File: config.mk
export PLATFORM = sky130hd
export DESIGN_NAME = halfstep_stepper_position_driver
export DESIGN_NICKNAME = d
export VERILOG_FILES = /design/src/rtl/hsspd_pkg.sv /design/src/rtl/halfstep_stepper_position_driver.sv
export SDC_FILE = /design/constraint.sdc
export NUM_CORES = 2
export LEC_CHECK = 0
export ABC_AREA = 1
export ABC_CLOCK_PERIOD_IN_PS = 11000
export BUFFER_PORTS_ARGS = -buffer_cell sky130_fd_sc_hd__buf_2
export CORE_MARGIN = 2
export CORE_UTILIZATION = 58
export DETAILED_ROUTE_END_ITERATION = 8
export PLACE_DENSITY = 0.9
export RECOVER_POWER = 25
export SYNTH_ARGS = -nofsm -noshare
export SYNTH_HDL_FRONTEND = slang
export SYNTH_SLANG_ARGS = --single-unit
File: constraint.sdc
create_clock -name clk -period 11 [get_ports clk]
set_input_delay 0.55 -clock clk [delete_from_list [all_inputs] [get_ports clk]]
set_output_delay 0.55 -clock clk [all_outputs]
set_load 0.05 [all_outputs]
File: src/rtl/hsspd_pkg.sv
`timescale 1ns / 1ps

package hsspd_pkg;

  // shared divider: 33-bit dividend, one quotient bit per cycle
  localparam int DIV_W = 33;
  localparam int CNT_W = $clog2(DIV_W + 1);

  localparam logic [15:0] FULL_TURN   = 16'd46080;
  localparam logic [15:0] RAW_FULL    = 16'd65535;
  localparam logic [15:0] RAW_HALF    = 16'd32767;
  localparam logic [15:0] TURN_HALF   = 16'd23040;
  localparam logic [31:0] MIN_IVAL    = 32'd300;
  localparam logic [31:0] SLOW_IVAL   = 32'd1000000;
  localparam logic [31:0] SPEED_SCALE = 32'd5760;
  localparam logic [DIV_W-1:0] SPEED_NUM = 33'd5760000000;

  localparam int IDX_W = 3;
  localparam logic [IDX_W-1:0] REG_STEPS_PER_REV = 3'd0;
  localparam logic [IDX_W-1:0] REG_MAX_SPEED     = 3'd1;
  localparam logic [IDX_W-1:0] REG_LIMITS_ON     = 3'd2;
  localparam logic [IDX_W-1:0] REG_MIN_ANGLE     = 3'd3;
  localparam logic [IDX_W-1:0] REG_MAX_ANGLE     = 3'd4;
  localparam logic [IDX_W-1:0] REG_HOME_OFFSET   = 3'd5;

  localparam logic REQ_TICK = 1'b1;

  typedef enum logic [2:0] {
    S_IDLE,
    S_ANGLE,
    S_GOAL,
    S_SETGOAL,
    S_TICK,
    S_DIV,
    S_STEP,
    S_FIN
  } state_t;

  typedef enum logic [1:0] {
    OP_ANGLE,
    OP_GOAL,
    OP_IVAL
  } op_t;

  // half-step coil sequence
  function automatic logic [3:0] coil_of(input logic [2:0] phase);
    logic [3:0] pat;
    unique case (phase)
      3'd0: pat = 4'h1;
      3'd1: pat = 4'h3;
      3'd2: pat = 4'h2;
      3'd3: pat = 4'h6;
      3'd4: pat = 4'h4;
      3'd5: pat = 4'hC;
      3'd6: pat = 4'h8;
      3'd7: pat = 4'h9;
    endcase
    return pat;
  endfunction

endpackage

File: src/rtl/halfstep_stepper_position_driver.sv
`timescale 1ns / 1ps

// Half-step driver for one four-coil stepper, moving toward a commanded step.
// Input words: in_req_type 0 carries a position command (in_position_raw,
// 65535 = one turn), 1 carries a microsecond tick (in_now_us). Each input
// word yields exactly one output word: coil levels, a stepped flag, and the
// current and goal step positions after that word.
// Configuration writes (cfg_valid/cfg_ready, always ready) are to go in only
// while the block is idle; the block itself does not enforce this. Indexes beyond the register list are dropped.
// All division runs through one shared restoring divider, one quotient bit
// per cycle. A command takes two divisions, and the next item is accepted
// only once the block is back in idle after writing its output word. A tick
// that steps takes one division, or none when the speed is below one step
// per second; a tick that does not step takes no division.
// in_stall is high whenever an item is in flight. The output register holds
// one word; while it waits under out_stall the next item is still accepted
// and worked, and only its final write-back waits for the slot.
// Reset clears positions, phase, due time, output valid and the coil-drive
// flag, and loads the register defaults.
module halfstep_stepper_position_driver (
  input  logic                              clk,
  input  logic                              rst_n,
  input  logic                              in_valid,
  output logic                              in_stall,
  input  logic                              in_req_type,
  input  logic [15:0]                       in_position_raw,
  input  logic [31:0]                       in_now_us,
  output logic                              out_valid,
  input  logic                              out_stall,
  output logic [3:0]                        out_coil_pattern,
  output logic                              out_stepped,
  output logic signed [31:0]                out_position_now,
  output logic signed [31:0]                out_position_goal,
  input  logic                              cfg_valid,
  output logic                              cfg_ready,
  input  logic [hsspd_pkg::IDX_W-1:0]       cfg_index,
  input  logic [31:0]                       cfg_data
);

  localparam int DW = hsspd_pkg::DIV_W;
  localparam int CW = hsspd_pkg::CNT_W;

  hsspd_pkg::state_t state_r, state_nxt;
  hsspd_pkg::op_t    op_r, op_nxt;

  logic [15:0] spr_r, spr_nxt;
  logic [15:0] speed_r, speed_nxt;
  logic        lim_r, lim_nxt;
  logic [15:0] amin_r, amin_nxt;
  logic [15:0] amax_r, amax_nxt;
  logic [31:0] home_r, home_nxt;

  logic [31:0] pos_r, pos_nxt;
  logic [31:0] goal_r, goal_nxt;
  logic [2:0]  phase_r, phase_nxt;
  logic [31:0] due_r, due_nxt;
  logic        driven_r, driven_nxt;

  logic [15:0] raw_r, raw_nxt;
  logic [31:0] now_r, now_nxt;
  logic        stepped_r, stepped_nxt;

  logic [DW-1:0] rem_r, rem_nxt;
  logic [DW-1:0] quo_r, quo_nxt;
  logic [DW-1:0] den_r, den_nxt;
  logic [CW-1:0] cnt_r, cnt_nxt;

  logic        out_valid_r, out_valid_nxt;
  logic [3:0]  out_coil_r, out_coil_nxt;
  logic        out_stepped_r, out_stepped_nxt;
  logic [31:0] out_now_r, out_now_nxt;
  logic [31:0] out_goal_r, out_goal_nxt;

  logic [15:0]   mul_a, mul_b;
  logic [31:0]   mul_p;
  logic [DW:0]   rem_sh;
  logic [DW+1:0] diff;
  logic          ge;
  logic [15:0]   ang;
  logic [31:0]   lag;
  logic [31:0]   ival;

  assign in_stall          = (state_r != hsspd_pkg::S_IDLE);
  assign cfg_ready         = 1'b1;
  assign out_valid         = out_valid_r;
  assign out_coil_pattern  = out_coil_r;
  assign out_stepped       = out_stepped_r;
  assign out_position_now  = out_now_r;
  assign out_position_goal = out_goal_r;

  // one shared 16x16 multiplier, operands chosen by state
  always_comb begin
    mul_a = speed_r;
    mul_b = spr_r;
    if (state_r == hsspd_pkg::S_ANGLE) begin
      mul_a = raw_r;
      mul_b = hsspd_pkg::FULL_TURN;
    end else if (state_r == hsspd_pkg::S_GOAL) begin
      mul_a = ang;
      mul_b = spr_r;
    end
  end
  assign mul_p = mul_a * mul_b;

  // clamp the angle quotient when limits are on
  always_comb begin
    ang = quo_r[15:0];
    if (lim_r) begin
      if (ang < amin_r) ang = amin_r;
      if (ang > amax_r) ang = amax_r;
    end
  end

  // restoring divide step
  assign rem_sh = {rem_r, quo_r[DW-1]};
  assign diff   = {1'b0, rem_sh} - {2'b00, den_r};
  assign ge     = !diff[DW+1];

  assign lag  = now_r - due_r;
  assign ival = (quo_r < DW'(hsspd_pkg::MIN_IVAL)) ? hsspd_pkg::MIN_IVAL : quo_r[31:0];

  always_comb begin
    state_nxt       = state_r;
    op_nxt          = op_r;
    spr_nxt         = spr_r;
    speed_nxt       = speed_r;
    lim_nxt         = lim_r;
    amin_nxt        = amin_r;
    amax_nxt        = amax_r;
    home_nxt        = home_r;
    pos_nxt         = pos_r;
    goal_nxt        = goal_r;
    phase_nxt       = phase_r;
    due_nxt         = due_r;
    driven_nxt      = driven_r;
    raw_nxt         = raw_r;
    now_nxt         = now_r;
    stepped_nxt     = stepped_r;
    rem_nxt         = rem_r;
    quo_nxt         = quo_r;
    den_nxt         = den_r;
    cnt_nxt         = cnt_r;
    out_valid_nxt   = out_valid_r;
    out_coil_nxt    = out_coil_r;
    out_stepped_nxt = out_stepped_r;
    out_now_nxt     = out_now_r;
    out_goal_nxt    = out_goal_r;

    if (out_valid_r && !out_stall) out_valid_nxt = 1'b0;

    if (cfg_valid) begin
      unique case (cfg_index)
        hsspd_pkg::REG_STEPS_PER_REV: spr_nxt   = cfg_data[15:0];
        hsspd_pkg::REG_MAX_SPEED:     speed_nxt = cfg_data[15:0];
        hsspd_pkg::REG_LIMITS_ON:     lim_nxt   = cfg_data[0];
        hsspd_pkg::REG_MIN_ANGLE:     amin_nxt  = cfg_data[15:0];
        hsspd_pkg::REG_MAX_ANGLE:     amax_nxt  = cfg_data[15:0];
        hsspd_pkg::REG_HOME_OFFSET:   home_nxt  = cfg_data;
        default: ;
      endcase
    end

    unique case (state_r)
      hsspd_pkg::S_IDLE: begin
        if (in_valid) begin
          raw_nxt     = in_position_raw;
          now_nxt     = in_now_us;
          stepped_nxt = 1'b0;
          state_nxt   = (in_req_type == hsspd_pkg::REQ_TICK) ? hsspd_pkg::S_TICK
                                                             : hsspd_pkg::S_ANGLE;
        end
      end
      hsspd_pkg::S_ANGLE: begin
        rem_nxt   = '0;
        quo_nxt   = {1'b0, mul_p} + DW'(hsspd_pkg::RAW_HALF);
        den_nxt   = DW'(hsspd_pkg::RAW_FULL);
        cnt_nxt   = CW'(DW);
        op_nxt    = hsspd_pkg::OP_ANGLE;
        state_nxt = hsspd_pkg::S_DIV;
      end
      hsspd_pkg::S_GOAL: begin
        rem_nxt   = '0;
        quo_nxt   = {1'b0, mul_p} + DW'(hsspd_pkg::TURN_HALF);
        den_nxt   = DW'(hsspd_pkg::FULL_TURN);
        cnt_nxt   = CW'(DW);
        op_nxt    = hsspd_pkg::OP_GOAL;
        state_nxt = hsspd_pkg::S_DIV;
      end
      hsspd_pkg::S_SETGOAL: begin
        goal_nxt  = quo_r[31:0] + home_r;
        state_nxt = hsspd_pkg::S_FIN;
      end
      hsspd_pkg::S_TICK: begin
        if ((pos_r != goal_r) && !lag[31]) begin
          if (mul_p < hsspd_pkg::SPEED_SCALE) begin
            quo_nxt   = DW'(hsspd_pkg::SLOW_IVAL);
            state_nxt = hsspd_pkg::S_STEP;
          end else begin
            rem_nxt   = '0;
            quo_nxt   = hsspd_pkg::SPEED_NUM;
            den_nxt   = {1'b0, mul_p};
            cnt_nxt   = CW'(DW);
            op_nxt    = hsspd_pkg::OP_IVAL;
            state_nxt = hsspd_pkg::S_DIV;
          end
        end else begin
          state_nxt = hsspd_pkg::S_FIN;
        end
      end
      hsspd_pkg::S_DIV: begin
        rem_nxt = ge ? diff[DW-1:0] : rem_sh[DW-1:0];
        quo_nxt = {quo_r[DW-2:0], ge};
        cnt_nxt = cnt_r - CW'(1);
        if (cnt_r == CW'(1)) begin
          unique case (op_r)
            hsspd_pkg::OP_ANGLE: state_nxt = hsspd_pkg::S_GOAL;
            hsspd_pkg::OP_GOAL:  state_nxt = hsspd_pkg::S_SETGOAL;
            default:             state_nxt = hsspd_pkg::S_STEP;
          endcase
        end
      end
      hsspd_pkg::S_STEP: begin
        if ($signed(goal_r) > $signed(pos_r)) begin
          pos_nxt   = pos_r + 32'd1;
          phase_nxt = phase_r + 3'd1;
        end else begin
          pos_nxt   = pos_r - 32'd1;
          phase_nxt = phase_r - 3'd1;
        end
        driven_nxt  = 1'b1;
        due_nxt     = now_r + ival;
        stepped_nxt = 1'b1;
        state_nxt   = hsspd_pkg::S_FIN;
      end
      hsspd_pkg::S_FIN: begin
        // wait for the output slot
        if (!out_valid_r || !out_stall) begin
          out_valid_nxt   = 1'b1;
          out_coil_nxt    = driven_r ? hsspd_pkg::coil_of(phase_r) : 4'h0;
          out_stepped_nxt = stepped_r;
          out_now_nxt     = pos_r;
          out_goal_nxt    = goal_r;
          state_nxt       = hsspd_pkg::S_IDLE;
        end
      end
    endcase
  end

  always_ff @(posedge clk) begin
    if (!rst_n) begin
      state_r <= hsspd_pkg::S_IDLE;
    end else begin
      state_r <= state_nxt;
    end
  end

  always_ff @(posedge clk) begin
    if (!rst_n) begin
      spr_r       <= 16'd4096;
      speed_r     <= 16'd240;
      lim_r       <= 1'b0;
      amin_r      <= 16'd0;
      amax_r      <= hsspd_pkg::FULL_TURN;
      home_r      <= 32'd0;
      pos_r       <= 32'd0;
      goal_r      <= 32'd0;
      phase_r     <= 3'd0;
      due_r       <= 32'd0;
      driven_r    <= 1'b0;
      out_valid_r <= 1'b0;
    end else begin
      spr_r       <= spr_nxt;
      speed_r     <= speed_nxt;
      lim_r       <= lim_nxt;
      amin_r      <= amin_nxt;
      amax_r      <= amax_nxt;
      home_r      <= home_nxt;
      pos_r       <= pos_nxt;
      goal_r      <= goal_nxt;
      phase_r     <= phase_nxt;
      due_r       <= due_nxt;
      driven_r    <= driven_nxt;
      out_valid_r <= out_valid_nxt;
    end
  end

  always_ff @(posedge clk) begin
    op_r          <= op_nxt;
    raw_r         <= raw_nxt;
    now_r         <= now_nxt;
    stepped_r     <= stepped_nxt;
    rem_r         <= rem_nxt;
    quo_r         <= quo_nxt;
    den_r         <= den_nxt;
    cnt_r         <= cnt_nxt;
    out_coil_r    <= out_coil_nxt;
    out_stepped_r <= out_stepped_nxt;
    out_now_r     <= out_now_nxt;
    out_goal_r    <= out_goal_nxt;
  end

  // phase and position move together from reset
  a_phase_tracks_pos: assert property (@(posedge clk) disable iff (!rst_n)
    phase_r == pos_r[2:0])
    else $error("coil phase out of step with position");

  a_one_step: assert property (@(posedge clk) disable iff (!rst_n)
    (state_r == hsspd_pkg::S_STEP) |=>
      ((pos_r == $past(pos_r) + 32'd1) || (pos_r == $past(pos_r) - 32'd1)))
    else $error("step moved position by other than one");

  a_min_interval: assert property (@(posedge clk) disable iff (!rst_n)
    (state_r == hsspd_pkg::S_STEP) |=>
      ((due_r - now_r) >= hsspd_pkg::MIN_IVAL) && ((due_r - now_r) <= hsspd_pkg::SLOW_IVAL))
    else $error("step interval out of range");

  a_div_count: assert property (@(posedge clk) disable iff (!rst_n)
    (state_r == hsspd_pkg::S_DIV) |-> (cnt_r != CW'(0)))
    else $error("divider running with zero count");

endmodule

==> summary.txt <==
Outcome
  • Status: finished with violations
  • Failing checks: design-rule violations, max-capacitance violations, max-slew violations

Global route
  • First-pass GRT wire length: 173000 um
  • Gr usage total: 0.349
  • Total grt overflow: 0
  • Initial antenna violation count: 2
  • Vias in the first global route: 32.7k
  • Pin count of the biggest net entering global routing: 127

Clocking
  • CTS tree: done
  • Number of CTS-inserted buffers: 47
  • TritonCTS Sinks: 425
  • Clk Latency, worst-skew pair: 0.61 ns
  • H-tree levels: 2
  • CTS max path bufs: 3
  • Post-CTS Hold Fix Bufs: 0
  • Clock root buffer: clkbuf_16
  • Clock Pin Slew Worst Setup and Hold Paths: 0.06 ns

Layout
  • NumNets Final: 5441
  • Area Overhead vs Synth: 12.1%
  • Final instance area: 39800 um2
  • Share of cells above drive strength 1: 0.106

Placement
  • Hpwl dp: 87600 um
  • GP Congestion: 1.01
  • Cell Area, Placed: 38200 um2
  • IO Port Bufs: 159

Setup path
  • Top cell by count, worst path: nand2_1
  • Worst Setup Start Kind: register
  • Slowest CP cell: nor2_4
  • R2r endpoint: rem_r[24]
  • Largest stage delay on the critical path: 0.86 ns
  • FF-to-FF setup slack: 0.64 ns
  • Beginning of the critical path: quo_r[5]
  • Crit. End Element: register
  • Reg2reg start: quo_r[5]
  • Setup CP Type: register to register
  • Worst endpoint required time: 11.18 ns
  • WP data arrival: 10.54 ns
  • Crit path max fanout: 39
  • Worst-case reg-to-reg path depth: 53

Synth
  • Ys flop type: edfxtp_1
  • Seq cells post-synth: 425
  • Syn_nets: 5185
  • Area leader, netlist: edfxtp_1
  • Sequential fraction of the synthesis area: 0.303
  • Synth top area cells: edfxtp_1 (19%), ha_1 (11%), dfxtp_1 (11%)
  • Async set-reset flop share out of synthesis: 0
  • Post-Syn Instances: 4571
  • Syn_area_per_cell: 7.76 um2
  • Number of synthesis warnings: 0
  • Number of distinct library cells after synthesis: 55
  • EDFF count, synth: 224
  • Mapped Area: 35500 um2
  • Top cell type's share of synthesized area: 0.190

Hold path
  • Hold wc startpoint: in_now_us[8]
  • Worst hold path depth: 1
  • Hold Crit Class: input pin to register
  • Hold EP: now_r[8]

Die
  • Rows: 90
  • CORE AREA: 60500 um2
  • Die Ht: 251 um
  • Starting Density: 0.587
  • Die area: 63200 um2
  • I/O pins: 161
  • Die X: 251 um

Timing
  • Pins Over Slew Limit: 231
  • Worst-Margin Slew: 4.92 ns
  • Fin crit share: 0.942
  • Fin crit period: 10.36 ns
  • FMAX: 0.0965 GHz
  • Slew margin rel.: -2.28
  • Final Hold Fails: 0
  • RSZ-0062 raised after global routing: true
  • Clk_skew: 0.0460 ns
  • Endpoints failing setup: 0

Route
  • First drt pass iteration count: 9
  • Vias: 33.0k
  • DRT antenna net count: 0
  • Final WL: 110000 um
  • DR WL/cell: 19.5 um
  • Vias/cell: 5.83
  • Initial DRC count: 3008
  • # DRC: 2

Job
  • Max Cap Viol: 3
-- worst max-delay path, delay by kind of cell (launching register included) --
kind                     cells  cell delay (ns)
adder cells (fa/ha/maj)      9             3.93
AND/OR/NAND/NOR             24             3.08
AO/OA/AOI/OAI                8             1.16
buffers and inverters       12             1.26
flip-flops                   1             0.46
-- synthesized netlist by cell type, drive strengths merged (28+ instances only) --
cell type,n
a21oi,392
clkbuf,109
dfxtp,201
edfxtp,224
fa,199
ha,326
inv,777
nand2,763
nand3,160
nand4,56
nor2,547
nor3,52
o21a,28
o21ai,392
xnor2,50
xor2,84
-- stage by stage --
step | std cells | util | setup TNS, ns | hold slack, ns | worst slack [ns]
2_1_floorplan | 4571 | - | 0 | 0.400 | 0.407
3_3_place_gp | 5560 | 0.631 | 0 | 0.437 | 0.837
3_5_place_dp | 5560 | 0.631 | 0 | 0.440 | 0.654
4_1_cts | 5648 | 0.657 | 0 | 0.0957 | 0.612
5_1_grt | 5648 | 0.658 | -0.305 | 0.103 | -0.0333
6_report | 5649 | 0.658 | 0 | 0.112 | 0.640
-- metal layers --
layer | track usage | vias to the layer above | part of all wire
li1 | - | 15500 | -
met1 | 0.415 | 15300 | 0.37
met2 | 0.593 | 1733 | 0.46
met3 | 0.0489 | 481 | 0.088
met4 | 0.229 | 2 | 0.076
met5 | 0 | - | 0.00012
-- cell families after synthesis --
family | Yosys count | synth area share
buf+inv | 921 | 0.0985
flops | 425 | 0.303
fa+ha+maj | 525 | 0.227
simple gates | 1605 | 0.189
xor+xnor | 134 | 0.0338
compound gates | 960 | 0.149
other cells | 1 | 0.000106
-- worst max path at each step --
| stage | cells past startpoint | to | slack, ns |
|---|---|---|---|
| after global placement | 52 | rem_r[9] | 0.84 |
| after global routing | 58 | rem_r[24] | -0.03 |
| after detailed placement | 52 | rem_r[9] | 0.65 |
| after floorplan | 52 | den_r[0] | 0.41 |
| after CTS | 52 | rem_r[24] | 0.61 |
| final | 53 | rem_r[24] | 0.64 |
-- cell usage in the layout, fill, tap and decap left out, drive strengths merged, types with 56 or more instances in the layout --
cell type	instances
inv	779
nand2	763
nor2	547
a21oi	392
o21ai	392
buf	338
ha	326
edfxtp	224
dfxtp	201
fa	199
nand3	160
xor2	84
clkbuf	65
nand4	56
-- cell type report --
class / count / area, um2
clock buffer: 61 / 1290
antenna: 1 / 2.50
clock inverter: 27 / 277
multi-input combinational: 3225 / 21300
inverter: 786 / 2950
timing repair buffer: 342 / 2170
sequential: 425 / 10800
fill: 4914 / 20700
tap: 782 / 978
-- sequential cells by signal, summed over array words and instances, names as in the netlist, 32 cells and up --
| name | flops |
|---|---|
| goal_r | 32 |
| den_r | 32 |
| pos_r | 32 |
| rem_r | 33 |
| out_position_goal | 32 |
| now_r | 32 |
| out_position_now | 32 |
| home_r | 32 |
| quo_r | 33 |
| due_r | 32 |
-- what timing repair did --
| item | CTS | global route |
|---|---|---|
| buffers inserted | 0 | 0 |
| resized for setup | 0 | 14 |
| endpoints found under the setup margin | 0 | 73 |
Power is left out: the tool's default activity adds up to more than one toggle a clock period on the data nets, which glitch-free logic cannot reach.
